`config.mk`:
```
export PLATFORM = sky130hd
export DESIGN_NAME = weekly_alarm_next_run
export DESIGN_NICKNAME = d
export VERILOG_FILES = /design/src/rtl/wanr_pkg.sv /design/src/rtl/wanr_front.sv /design/src/rtl/wanr_queue.sv /design/src/rtl/wanr_back.sv /design/src/rtl/weekly_alarm_next_run.sv
export VERILOG_INCLUDE_DIRS = /design/src /design/src/rtl
export SDC_FILE = /design/constraint.sdc
export NUM_CORES = 2
export LEC_CHECK = 0
export ABC_AREA = 1
export BUFFER_PORTS_ARGS = -buffer_cell sky130_fd_sc_hd__buf_2
export CAP_MARGIN = 0
export CELL_PAD_IN_SITES_DETAIL_PLACEMENT = 1
export CELL_PAD_IN_SITES_GLOBAL_PLACEMENT = 1
export CORE_UTILIZATION = 45
export CTS_CLUSTER_SIZE = 25
export DETAILED_ROUTE_END_ITERATION = 7
export PLACE_DENSITY = 0.76
export REMOVE_ABC_BUFFERS = 1
export SLEW_MARGIN = 30
export SYNTH_ARGS = -nofsm -noshare
export SYNTH_HDL_FRONTEND = slang
export SYNTH_SLANG_ARGS = --single-unit
```
`constraint.sdc`:
```
create_clock -name clk -period 6.2 [get_ports clk]
set_clock_uncertainty 0.2 [all_clocks]
set_input_delay 0.62 -clock clk [delete_from_list [all_inputs] [get_ports clk]]
set_output_delay 0.62 -clock clk [all_outputs]
set_load 0.02 [all_outputs]
```
`src/rtl/weekly_alarm_next_run_macros.svh`:
```
// Assertion macros shared by the weekly alarm RTL.
// Expects clk and rst in scope at the point of use.
`ifndef WEEKLY_ALARM_NEXT_RUN_MACROS_SVH
`define WEEKLY_ALARM_NEXT_RUN_MACROS_SVH

// same-cycle implication, masked during reset
`define WANR_ASSERT_IMPLY(lbl, ante, cons, msg) \
  lbl: assert property (@(posedge clk) disable iff (rst) (ante) |-> (cons)) \
    else $error(msg);

// next-cycle implication, masked during reset
`define WANR_ASSERT_NEXT(lbl, ante, cons, msg) \
  lbl: assert property (@(posedge clk) disable iff (rst) (ante) |=> (cons)) \
    else $error(msg);

`endif

```
`src/rtl/wanr_pkg.sv`:
```
// Types, constants and helper functions for the weekly alarm block.
// No dependencies; imported by every module of the block.
package wanr_pkg;

  localparam logic [19:0] SECS_PER_DAY  = 20'd86400;
  localparam logic [19:0] LEAD_SECS     = 20'd60;
  localparam logic [6:0]  WEEKDAY_MASK  = 7'h3E;
  localparam logic [6:0]  ALL_DAYS_MASK = 7'h7F;
  localparam logic [3:0]  DAYS_PER_WEEK = 4'd7;
  localparam logic [3:0]  EPOCH_WEEKDAY = 4'd4;
  // one week, keeps local time positive for any offset
  localparam logic [32:0] WEEK_BIAS     = 33'd604800;
  // 86400 = 128 * 675; x / 675 = (x * DAY_RECIP) >> RECIP_SHIFT for x < 2^26
  localparam logic [9:0]  DAY_ODD       = 10'd675;
  localparam logic [26:0] DAY_RECIP     = 27'd101806633;
  localparam int unsigned RECIP_SHIFT   = 36;

  typedef enum logic [1:0] {
    MODE_DAILY    = 2'd0,
    MODE_WEEKDAYS = 2'd1,
    MODE_WEEKLY   = 2'd2
  } freq_mode_t;

  typedef enum logic [2:0] {
    REG_ENABLE       = 3'd0,
    REG_FREQ_MODE    = 3'd1,
    REG_DAY_MASK     = 3'd2,
    REG_ALARM_HOUR   = 3'd3,
    REG_ALARM_MINUTE = 3'd4,
    REG_ZONE_OFFSET  = 3'd5
  } cfg_reg_t;

  typedef struct packed {
    logic               enable;
    logic [1:0]         frequency_mode;
    logic [6:0]         day_mask;
    logic [4:0]         alarm_hour;
    logic [5:0]         alarm_minute;
    logic signed [10:0] zone_offset_min;
  } wanr_cfg_t;

  // classified item handed from front to back
  typedef struct packed {
    logic        disabled;
    logic [2:0]  day_sel;   // days after today, 7 = next week
    logic [32:0] base;      // now - seconds since local midnight + alarm time
  } wanr_job_t;

  function automatic logic [2:0] mod7_16(input logic [15:0] d);
    logic [5:0] s;
    logic [3:0] t;
    // 8 == 1 mod 7: sum octal digits
    s = 6'(d[2:0]) + 6'(d[5:3]) + 6'(d[8:6]) + 6'(d[11:9]) + 6'(d[14:12]) + 6'(d[15]);
    t = 4'(s[2:0]) + 4'(s[5:3]);
    if (t >= DAYS_PER_WEEK) t = t - DAYS_PER_WEEK;
    if (t >= DAYS_PER_WEEK) t = t - DAYS_PER_WEEK;
    return t[2:0];
  endfunction

  function automatic logic [19:0] day_offset(input logic [2:0] k);
    logic [19:0] r;
    case (k)
      3'd0:    r = 20'd0;
      3'd1:    r = 20'd86400;
      3'd2:    r = 20'd172800;
      3'd3:    r = 20'd259200;
      3'd4:    r = 20'd345600;
      3'd5:    r = 20'd432000;
      3'd6:    r = 20'd518400;
      default: r = 20'd604800;
    endcase
    return r;
  endfunction

endpackage

```
`src/rtl/wanr_front.sv`:
```
// Front end: accepts time beats, finds local day, weekday and time of day,
// and picks the alarm day. Depends on wanr_pkg and the assertion macros.
`include "weekly_alarm_next_run_macros.svh"

module wanr_front #(
  parameter int unsigned QUEUE_DEPTH = 8
) (
  input  logic               clk,
  input  logic               rst,
  input  logic               in_valid,
  output logic               in_stall,
  input  logic [31:0]        now_seconds,
  input  wanr_pkg::wanr_cfg_t cfg,
  input  logic               job_pop,
  output logic               job_push,
  output wanr_pkg::wanr_job_t job
);
  import wanr_pkg::*;

  localparam int unsigned CW = $clog2(QUEUE_DEPTH + 1);

  // beats in the pipe plus beats in the queue
  logic [CW-1:0] credits;
  logic [CW-1:0] credits_next;
  logic          accept;

  assign in_stall = (credits >= CW'(QUEUE_DEPTH));
  assign accept   = in_valid && !in_stall;
  assign credits_next = credits + CW'(accept) - CW'(job_pop);

  always_ff @(posedge clk) begin
    if (rst) begin
      credits <= '0;
    end else begin
      credits <= credits_next;
    end
  end

  // stage 1: biased local time
  logic signed [17:0] off_sec;
  logic [32:0]        biased_c;
  logic               v1;
  logic [31:0]        now1;
  logic [32:0]        biased1;

  assign off_sec  = (18'(cfg.zone_offset_min) <<< 6) - (18'(cfg.zone_offset_min) <<< 2);
  assign biased_c = {1'b0, now_seconds} + 33'(off_sec) + WEEK_BIAS;

  // stage 2: reciprocal product
  logic        v2;
  logic [31:0] now2;
  logic [25:0] q1_2;
  logic [6:0]  low2;
  logic [52:0] prod2;

  // stage 3: day and high remainder
  logic [15:0] qd;
  logic [25:0] back_c;
  logic [25:0] diff_c;
  logic [15:0] day_c;
  logic [9:0]  rhi_c;
  logic        v3;
  logic [31:0] now3;
  logic [15:0] day3;
  logic [9:0]  rhi3;
  logic [6:0]  low3;

  assign qd     = prod2[RECIP_SHIFT+15:RECIP_SHIFT];
  assign back_c = 26'(qd) * 26'(DAY_ODD);
  assign diff_c = q1_2 - back_c;

  always_comb begin
    if (diff_c >= 26'(DAY_ODD)) begin
      day_c = qd + 16'd1;
      rhi_c = 10'(diff_c - 26'(DAY_ODD));
    end else begin
      day_c = qd;
      rhi_c = diff_c[9:0];
    end
  end

  // stage 4: time of day, weekday, base
  logic [16:0] rem_c;
  logic [3:0]  wd_sum;
  logic [2:0]  wd_c;
  logic [10:0] hm_c;
  logic [16:0] target_c;
  logic [32:0] base_c;
  logic        v4;
  logic [16:0] rem4;
  logic [2:0]  wd4;
  logic [16:0] target4;
  logic [32:0] base4;

  assign rem_c    = {rhi3, low3};
  assign wd_sum   = 4'(mod7_16(day3)) + EPOCH_WEEKDAY;
  assign wd_c     = (wd_sum >= DAYS_PER_WEEK) ? 3'(wd_sum - DAYS_PER_WEEK) : wd_sum[2:0];
  assign hm_c     = ({cfg.alarm_hour, 6'b0} - {4'b0, cfg.alarm_hour, 2'b0})
                    + 11'(cfg.alarm_minute);
  assign target_c = ({hm_c, 6'b0} - {4'b0, hm_c, 2'b0});
  assign base_c   = {1'b0, now3} - 33'(rem_c) + 33'(target_c);

  always_ff @(posedge clk) begin
    if (rst) begin
      v1 <= 1'b0;
      v2 <= 1'b0;
      v3 <= 1'b0;
      v4 <= 1'b0;
    end else begin
      v1 <= accept;
      v2 <= v1;
      v3 <= v2;
      v4 <= v3;
    end
  end

  always_ff @(posedge clk) begin
    now1    <= now_seconds;
    biased1 <= biased_c;
    now2    <= now1;
    q1_2    <= biased1[32:7];
    low2    <= biased1[6:0];
    prod2   <= 53'(biased1[32:7]) * 53'(DAY_RECIP);
    now3    <= now2;
    day3    <= day_c;
    rhi3    <= rhi_c;
    low3    <= low2;
    rem4    <= rem_c;
    wd4     <= wd_c;
    target4 <= target_c;
    base4   <= base_c;
  end

  // stage 5: allowed days and first qualifying day
  logic [6:0] eff_mask;
  logic [6:0] hit;
  logic [2:0] sel;
  logic [3:0] wk;
  logic [19:0] limit;

  always_comb begin
    case (cfg.frequency_mode)
      MODE_WEEKDAYS: eff_mask = WEEKDAY_MASK;
      MODE_WEEKLY:   eff_mask = (cfg.day_mask == 7'd0) ? ALL_DAYS_MASK : cfg.day_mask;
      default:       eff_mask = ALL_DAYS_MASK;
    endcase
  end

  assign limit = 20'(rem4) + LEAD_SECS;

  always_comb begin
    hit = '0;
    wk  = '0;
    for (int k = 0; k < 7; k++) begin
      wk = 4'(wd4) + 4'(k);
      if (wk >= DAYS_PER_WEEK) wk = wk - DAYS_PER_WEEK;
      hit[k] = eff_mask[wk[2:0]] && ((day_offset(3'(k)) + 20'(target4)) > limit);
    end
  end

  always_comb begin
    sel = 3'd7;
    for (int k = 6; k >= 0; k--) begin
      if (hit[k]) sel = 3'(k);
    end
  end

  assign job_push     = v4;
  assign job.disabled = !cfg.enable;
  assign job.day_sel  = sel;
  assign job.base     = base4;

  `WANR_ASSERT_IMPLY(a_rem_in_day, v4, rem4 < 17'(SECS_PER_DAY), "time of day out of range")
  `WANR_ASSERT_IMPLY(a_credit_bound, 1'b1, credits <= CW'(QUEUE_DEPTH), "credit overflow")

endmodule

```
`src/rtl/wanr_queue.sv`:
```
// Short job queue between front and back ends.
// Depends on wanr_pkg and the assertion macros.
`include "weekly_alarm_next_run_macros.svh"

module wanr_queue #(
  parameter int unsigned QUEUE_DEPTH = 8
) (
  input  logic                clk,
  input  logic                rst,
  input  logic                push,
  input  wanr_pkg::wanr_job_t wdata,
  input  logic                pop,
  output logic                nonempty,
  output wanr_pkg::wanr_job_t rdata
);
  import wanr_pkg::*;

  localparam int unsigned AW = (QUEUE_DEPTH > 1) ? $clog2(QUEUE_DEPTH) : 1;
  localparam int unsigned CW = $clog2(QUEUE_DEPTH + 1);

  wanr_job_t     mem [QUEUE_DEPTH];
  logic [AW-1:0] wr_ptr;
  logic [AW-1:0] rd_ptr;
  logic [CW-1:0] count;
  logic          full;

  assign full     = (count == CW'(QUEUE_DEPTH));
  assign nonempty = (count != '0);
  assign rdata    = mem[rd_ptr];

  always_ff @(posedge clk) begin
    if (push) begin
      mem[wr_ptr] <= wdata;
    end
  end

  always_ff @(posedge clk) begin
    if (rst) begin
      wr_ptr <= '0;
      rd_ptr <= '0;
      count  <= '0;
    end else begin
      if (push) begin
        wr_ptr <= (wr_ptr == AW'(QUEUE_DEPTH - 1)) ? '0 : wr_ptr + AW'(1);
      end
      if (pop) begin
        rd_ptr <= (rd_ptr == AW'(QUEUE_DEPTH - 1)) ? '0 : rd_ptr + AW'(1);
      end
      count <= count + CW'(push) - CW'(pop);
    end
  end

  `WANR_ASSERT_IMPLY(a_no_overflow, push, !full, "push into full queue")
  `WANR_ASSERT_IMPLY(a_no_underflow, pop, nonempty, "pop from empty queue")

endmodule

```
`src/rtl/wanr_back.sv`:
```
// Back end: adds the chosen day to the base (zero when disabled) and holds the result beat.
// Depends on wanr_pkg and the assertion macros.
`include "weekly_alarm_next_run_macros.svh"

module wanr_back (
  input  logic                clk,
  input  logic                rst,
  input  logic                job_valid,
  input  wanr_pkg::wanr_job_t job,
  output logic                job_pop,
  output logic                out_valid,
  input  logic                out_stall,
  output logic [32:0]         next_run_seconds
);
  import wanr_pkg::*;

  logic [32:0] result_c;

  assign job_pop  = job_valid && (!out_valid || !out_stall);
  assign result_c = job.disabled ? '0 : job.base + 33'(day_offset(job.day_sel));

  always_ff @(posedge clk) begin
    if (rst) begin
      out_valid <= 1'b0;
    end else if (job_pop) begin
      out_valid <= 1'b1;
    end else if (!out_stall) begin
      out_valid <= 1'b0;
    end
  end

  always_ff @(posedge clk) begin
    if (job_pop) begin
      next_run_seconds <= result_c;
    end
  end

  `WANR_ASSERT_NEXT(a_enabled_nonzero, job_pop && !job.disabled, next_run_seconds != '0,
                    "enabled alarm gave zero")

endmodule

```
`src/rtl/weekly_alarm_next_run.sv`:
```
// Weekly alarm next-run calculator: one result beat for every time beat, one beat per
// cycle while neither in_stall nor out_stall holds the flow. Four front stages (local
// time, reciprocal divide by one day, remainder fix-up, weekday and base) feed a
// QUEUE_DEPTH-entry queue; the back end adds the chosen day and registers the result.
// The input stalls once QUEUE_DEPTH beats are in the front stages and queue together,
// so full rate needs QUEUE_DEPTH of at least six. Registers are written through
// cfg_write/cfg_index/cfg_data and must only change while no beat is in flight.
// Depends on wanr_pkg, wanr_front, wanr_queue and wanr_back.

module weekly_alarm_next_run #(
  parameter int unsigned QUEUE_DEPTH = 8
) (
  input  logic        clk,
  input  logic        rst,
  input  logic        cfg_write,
  input  logic [2:0]  cfg_index,
  input  logic [10:0] cfg_data,
  input  logic        in_valid,
  output logic        in_stall,
  input  logic [31:0] now_seconds,
  output logic        out_valid,
  input  logic        out_stall,
  output logic [32:0] next_run_seconds
);
  import wanr_pkg::*;

  wanr_cfg_t cfg;
  logic      job_push;
  logic      job_pop;
  logic      job_valid;
  wanr_job_t job_in;
  wanr_job_t job_out;

  always_ff @(posedge clk) begin
    if (rst) begin
      cfg.enable          <= 1'b0;
      cfg.frequency_mode  <= MODE_DAILY;
      cfg.day_mask        <= ALL_DAYS_MASK;
      cfg.alarm_hour      <= 5'd6;
      cfg.alarm_minute    <= 6'd0;
      cfg.zone_offset_min <= 11'sd0;
    end else if (cfg_write) begin
      case (cfg_reg_t'(cfg_index))
        REG_ENABLE:       cfg.enable          <= cfg_data[0];
        REG_FREQ_MODE:    cfg.frequency_mode  <= cfg_data[1:0];
        REG_DAY_MASK:     cfg.day_mask        <= cfg_data[6:0];
        REG_ALARM_HOUR:   cfg.alarm_hour      <= cfg_data[4:0];
        REG_ALARM_MINUTE: cfg.alarm_minute    <= cfg_data[5:0];
        REG_ZONE_OFFSET:  cfg.zone_offset_min <= cfg_data;
        default: ;
      endcase
    end
  end

  wanr_front #(.QUEUE_DEPTH(QUEUE_DEPTH)) u_front (
    .clk        (clk),
    .rst        (rst),
    .in_valid   (in_valid),
    .in_stall   (in_stall),
    .now_seconds(now_seconds),
    .cfg        (cfg),
    .job_pop    (job_pop),
    .job_push   (job_push),
    .job        (job_in)
  );

  wanr_queue #(.QUEUE_DEPTH(QUEUE_DEPTH)) u_queue (
    .clk     (clk),
    .rst     (rst),
    .push    (job_push),
    .wdata   (job_in),
    .pop     (job_pop),
    .nonempty(job_valid),
    .rdata   (job_out)
  );

  wanr_back u_back (
    .clk             (clk),
    .rst             (rst),
    .job_valid       (job_valid),
    .job             (job_out),
    .job_pop         (job_pop),
    .out_valid       (out_valid),
    .out_stall       (out_stall),
    .next_run_seconds(next_run_seconds)
  );

endmodule
```
**Word level (Yosys, flattened, before mapping)**

Memory sizes are Yosys's and may differ from the RTL's. A register that Yosys moved wholly into a read port is not among the register bits.
Index checks and enable logic that the tools add are counted.
W data, S select, Z words.

- Add/subtract/negate cells: 48
- Multipliers: 2
- Magnitude comparators: 26
- Equality and inequality tests: 16
- Multiplexer cells: 44
- Reduce and logical (&&, ||, !) cells: 24

Operators with widths:

| kind | count |
|---|---|
| $pmux W20 S7 | 1 |
| $gt A20 B20 Y1 | 6 |
| $add A19 B17 Y20 const A | 3 |
| $mul A26 B27 Y52 const B | 1 |
| $mux W3 | 17 |
| $add A18 B17 Y19 const A | 2 |
| $ge A4 B3 Y1 const B | 9 |
| $add A32 B33 Y33 | 1 |
| $add A33 B17 Y33 | 1 |
| $add A33 B20 Y33 | 1 |
| $add A33 B20 Y33 const B | 1 |
| $sub A32 B17 Y33 | 1 |
| $lt A3 B4 Y1 const B | 7 |
| $sub A3 B3 Y3 const B | 9 |
| $ge A26 B10 Y1 const B | 1 |
| $mul A16 B10 Y26 const B | 1 |
| $sub A26 B26 Y26 | 1 |
| $bmux W1 S3 | 7 |
| $eq A3 B3 Y1 const B | 7 |
| $gt A17 B20 Y1 | 1 |
| $add A17 B17 Y18 const A | 1 |
| $add A17 B6 Y18 const B | 1 |
| $add A6 B3 Y6 | 3 |
| $sub A17 B13 Y18 | 1 |
| 35 further kinds | 76 |

- Bits in registers: 401
- Bits in writable memories: 296
- Input port bits: 51
- Output and inout port bits: 35
- Memories kept: 1

Memories:

| memory | depth | width | read ports | clocked after memory_dff | write ports | RTL line | RTL |
|---|---|---|---|---|---|---|---|
| u_queue.mem | 8 | 37 | 1 | 1 | 1 | wanr_queue.sv:21 | `wanr_job_t mem [QUEUE_DEPTH];` |

**Logic depth before layout (Yosys ltp)**

- Word-level depth: 13
- Mapped depth: 31

**Modules after synthesis**

From an unflattened synthesis, not the netlist that was laid out.

- Cell total of the unflattened synthesis: 5685
- Area, all modules: 48213.7 um2

Modules (own cells, without submodules):

| module | instances | cells each | area an instance (um2) |
|---|---|---|---|
| wanr_front | 1 | 3749 | 30638.1 |
| wanr_queue | 1 | 1363 | 13570.5 |
| wanr_back | 1 | 382 | 2653.8 |
| weekly_alarm_next_run | 1 | 191 | 1351.3 |

**Worst setup path after synthesis**

No wires, ideal clock.

- Path kind: reg-to-reg
- From: register u_front.day3[0]
- To: register u_front.wd4[0]
- Library setup time: 128 ps
- Arrival time: 5410 ps
- Data required time: 5872 ps
- Slack: 463 ps
- Cell stages (with the launch flop): 28
- Path buffers: 0
- Period minus slack after synthesis: 5737 ps
- Cells stage by stage: dfxtp_1 -> ha_1 -> inv_1 -> fa_1 -> fa_1 -> inv_1 -> fa_1 -> ha_1 -> inv_1 -> fa_1 -> xnor2_1 -> ha_1 -> fa_1 -> ha_1 -> inv_1 -> nor2_1 -> inv_1 -> nand2_1 -> mux2_2 -> ha_1 -> nand2_1 -> nand2_1 -> mux2_2 -> ha_1 -> inv_1 -> ha_1 -> inv_1 -> xor2_1

- Word-level cells in the longest chain between the ends: 13
- Elaborated cells between the ends (all ways): 16

Ends and longest elaborated chain:

| what | RTL line | RTL |
|---|---|---|
| from (decl) | wanr_front.sv:64 | `logic [15:0] day3;` |
| from (signal assigned) | wanr_front.sv:125 | `day3 <= day_c;` |
| $add A3 B3 Y4 (*) | wanr_pkg.sv:53 | `s = 6'(d[2:0]) + 6'(d[5:3]) + 6'(d[8:6]) + 6'(d[11:9]) + 6'(d[14:12]) + 6'(d[15]);` |
| $add A6 B3 Y6 (*) (3 in series) | wanr_pkg.sv:53 |  |
| $add A6 B1 Y6 (*) | wanr_pkg.sv:53 |  |
| $add A3 B3 Y4 (*) | wanr_pkg.sv:54 | `t = 4'(s[2:0]) + 4'(s[5:3]);` |
| $sub A4 B3 Y4 or $ge A4 B3 Y1 (tied branches) | wanr_pkg.sv:55 | `if (t >= DAYS_PER_WEEK) t = t - DAYS_PER_WEEK;` |
| $mux W4 (*) | wanr_pkg.sv:55 |  |
| $ge A4 B3 Y1 or $sub A3 B3 Y3 (tied branches) | wanr_pkg.sv:56 | `if (t >= DAYS_PER_WEEK) t = t - DAYS_PER_WEEK;` |
| $mux W3 (*) | wanr_pkg.sv:56 |  |
| $add A3 B3 Y4 (*) | wanr_front.sv:96 | `assign wd_sum = 4'(mod7_16(day3)) + EPOCH_WEEKDAY;` |
| $ge A4 B3 Y1 or $sub A3 B3 Y3 (tied branches) | wanr_front.sv:97 | `assign wd_c = (wd_sum >= DAYS_PER_WEEK) ? 3'(wd_sum - DAYS_PER_WEEK) : wd_sum[2:0];` |
| $mux W3 (*) | wanr_front.sv:97 |  |
| net u_front.wd_c[0] | wanr_front.sv:85 | `logic [2:0] wd_c;` |
| to (signal assigned) | wanr_front.sv:129 | `wd4 <= wd_c;` |
| to (decl) | wanr_front.sv:91 | `logic [2:0] wd4;` |

The timed path passes the listed nets; every way through them passes the cells marked *.
A chain may end at the register's enable or synchronous reset.

**Worst setup path after layout**

- From: register u_front.day3[3]
- To: register u_front.wd4[0]

The elaborated chain is that of the path after synthesis.

==> impl_metrics.tcl <==
set metrics [dict create \
    status "completed" \
    worstHoldStart "now_seconds[28]" \
    vias 35498 \
    crit_path_top_delay_cell "fa_2" \
    critPathKind "reg2reg" \
    setup_viol_count_final 0 \
    worst_setup_path_start_kind "flip-flop" \
    grt.met2_usage 0.4536 \
    pin_count 86 \
    netlist.area_leader.share 0.2067 \
    synth_most_common_cell "inv_1" \
    synth.area.top_cells "edfxtp_1 (21%), ha_1 (17%), dfxtp_1 (14%)" \
    first_pass_iters 5 \
    gp_congestion 0.9373 \
    synth-edff-count 311 \
    hold_viol_final 0 \
    cts_max_path_buffers 3 \
    fillerInstances 11367 \
    cts_buffers 74 \
    synth_cell_type_count 62 \
    place_inst 6367 \
    final_core_util 0.5127 \
    slew_headroom 0.3438 \
    grt_use_met1 0.3434 \
    rows 115 \
    clock_latency_ps 660 \
    wl_um 137300 \
    seq_area_frac_synth 0.3507 \
    busiest_layer "met2" \
    rsz0062_at_grt "true" \
    post-route-period-util 0.9914 \
    synthFlopType "dfxtp_1" \
    first_global_vias 38371 \
    drive_gt1_frac 0.07108 \
    cts_tree "done" \
    final_antenna_net_count 0 \
    place_hpwl_um 105700 \
    timing.setup.tns_ps 0 \
    async_flop_share 0 \
    max_freq_ghz 0.1627 \
    htree_levels 3 \
    hp-class "in2reg" \
    overflow 0 \
    final.min_clock_period_ps 6147 \
    clock_sinks 636 \
    numPortBuffers 83 \
    cts_root_buf "clkbuf_16" \
    startpoint "u_front.day3[3]$_DFF_P_" \
    die_area_um2 101700 \
    clk_pin_slew_ps 60 \
    cap_violations 0 \
    die_x_um 318.9 \
    timing.rr.start "u_front.day3[3]$_DFF_P_" \
    critPathMostFrequentCell "inv_1" \
    regArea_um2 15860 \
    grt_use_met3 0.04255 \
    syn_avg_cell_area_um2 9.021 \
    coreArea_um2 98850 \
    tightest_slew_ps 977.4 \
    initial_core_util 0.4570 \
    wl_per_cell_um 20.95 \
    grt_pass1_wl_um 212100 \
    antenna_found_initial 12 \
    die_h_um 318.9 \
    drt_iter0_markers 2124 \
    multi_input_area_um2 25840 \
    critPathMaxFanout 2 \
    synth.cell_area_um2 45180 \
    yosys.area.top_type "edfxtp_1" \
    ys_ff_latch 636 \
    final_cell_count_no_fill 6553 \
    drc 0 \
    track_usage 0.2676 \
    grt_start_max_net_pins 123 \
    synth_common_cells "inv_1 (903), nand2_1 (793), ha_1 (616)" \
    area_delta_synth_final_pct 12.18 \
    netlist_instances 5008 \
    vias_per_cell 5.417 \
    final_net_count 6142 \
    critPathRequiredTime_ps 6520 \
    ys.warnings.count 0 \
    critPathMaxStageDelay_ps 610 \
    end_kind "flip-flop" \
    crit_arrival_ps 6460 \
    drv_slew 0 \
]
==> cells in the final DEF (no fill, tap or decap), types with 7 or more instances in the layout <==
cell | Yosys | final
inv_1 | 903 | 898
nand2_1 | 793 | 788
ha_1 | 616 | 603
nor2_1 | 384 | 368
a21oi_1 | 326 | 325
dfxtp_1 | 325 | 314
edfxtp_1 | 311 | 311
o21ai_0 | 301 | 299
fa_1 | 273 | 271
nand3_1 | 156 | 154
xor2_1 | 138 | 136
buf_2 | 15 | 83
buf_4 | 4 | 81
nand4_1 | 80 | 80
clkbuf_16 | 0 | 75
xnor2_1 | 48 | 47
o22ai_1 | 42 | 42
nor3_1 | 33 | 33
dlygate4sd3_1 | 0 | 32
a31oi_1 | 26 | 24
a21o_1 | 20 | 20
o211ai_1 | 20 | 20
clkinv_2 | 0 | 16
a32o_1 | 13 | 13
clkbuf_1 | 50 | 13
o21bai_1 | 12 | 12
nor4_1 | 12 | 12
o21a_1 | 11 | 11
nor2_4 | 3 | 11
dfxtp_2 | 0 | 9
nor2_2 | 0 | 8
o21ai_1 | 5 | 7
a21boi_0 | 9 | 7
nand3b_1 | 7 | 7
ha_2 | 0 | 7
clkbuf_8 | 0 | 7
==> sequential cells by signal (all words and copies together) (netlist names), 17 cells and up, named ones only <==
| register | count |
|---|---|
| u_front.biased1 | 31 |
| u_front.now3 | 32 |
| u_front.base4 | 31 |
| u_front.q1_2 | 26 |
| u_front.rem4 | 17 |
| u_back.next_run_seconds | 31 |
| u_front.now1 | 32 |
| u_front.now2 | 32 |
| u_queue.mem | 280 |
| cfg | 32 |
==> metrics by stage <==
stage / hold WS, ps / setup slack (ps) / instance area, um^2
2_1_floorplan: 109.6 / -1961 / 44830
3_3_place_gp: 109.7 / 209.0 / 47480
3_5_place_dp: 113.2 / -39.25 / 47480
4_1_cts: 4.046 / 5.217 / 50430
5_1_grt: 11.42 / -138.3 / 50670
6_report: 43.01 / 53.20 / 50680
==> logic make-up after synthesis <==
logic type      share of synthesized area
compound gates                    0.09976
xor+xnor                          0.03750
fa+ha+maj                          0.2916
buf+inv                           0.08336
flops                              0.3507
mux                             0.0009416
other cells                    0.00008300
simple gates                       0.1361
==> final cells by class <==
cell class                 instances  area share
sequential                       636      0.3130
clock inverter                    40     0.01034
antenna                            4   0.0001975
clock buffer                      96     0.04004
tap                             1287     0.03177
inverter                         909     0.06735
multi-input combinational       3383      0.5100
timing repair buffer             198     0.02731
==> routing by layer <==
layer / vias to the layer above / routed length [um] / share of wire
li1: 16845 / - / -
met1: 17553 / 58830 / 0.43
met2: 855 / 65580 / 0.48
met3: 239 / 7851 / 0.057
met4: 6 / 4969 / 0.036
met5: - / 39 / 0.00028
==> worst paths after layout <==
path / to / slack (ps) / cells after the start
max: u_front.wd4[0]$_DFF_P_ / 50 / 28
min: u_front.now1[28]$_DFF_P_ / 40 / 1
max reg2reg: u_front.wd4[0]$_DFF_P_ / 50 / 28
min reg2reg: u_front.rem4[1]$_DFF_P_ / 120 / 0
==> worst max-delay path, delay by kind of cell (launching register included) <==
kind,cells,cell delay (ps)
adder cells (fa/ha/maj),10,3170
multiplexers,2,660
AND/OR/NAND/NOR,5,520
XOR/XNOR,3,510
buffers and inverters,7,420
flip-flops,1,320
AO/OA/AOI/OAI,1,200
==> what timing repair did <==
item                                   in CTS  in global routing
resized for setup                          15                 43
endpoints found under the hold margin      32                  0
setup endpoints to repair                   4                 26
buffers inserted                            4                 10
hold buffers                               32                  0
pin swaps                                   3                 16
Power is left out: the tool's default activity adds up to more than one toggle a clock period on the data nets, which glitch-free logic cannot reach.
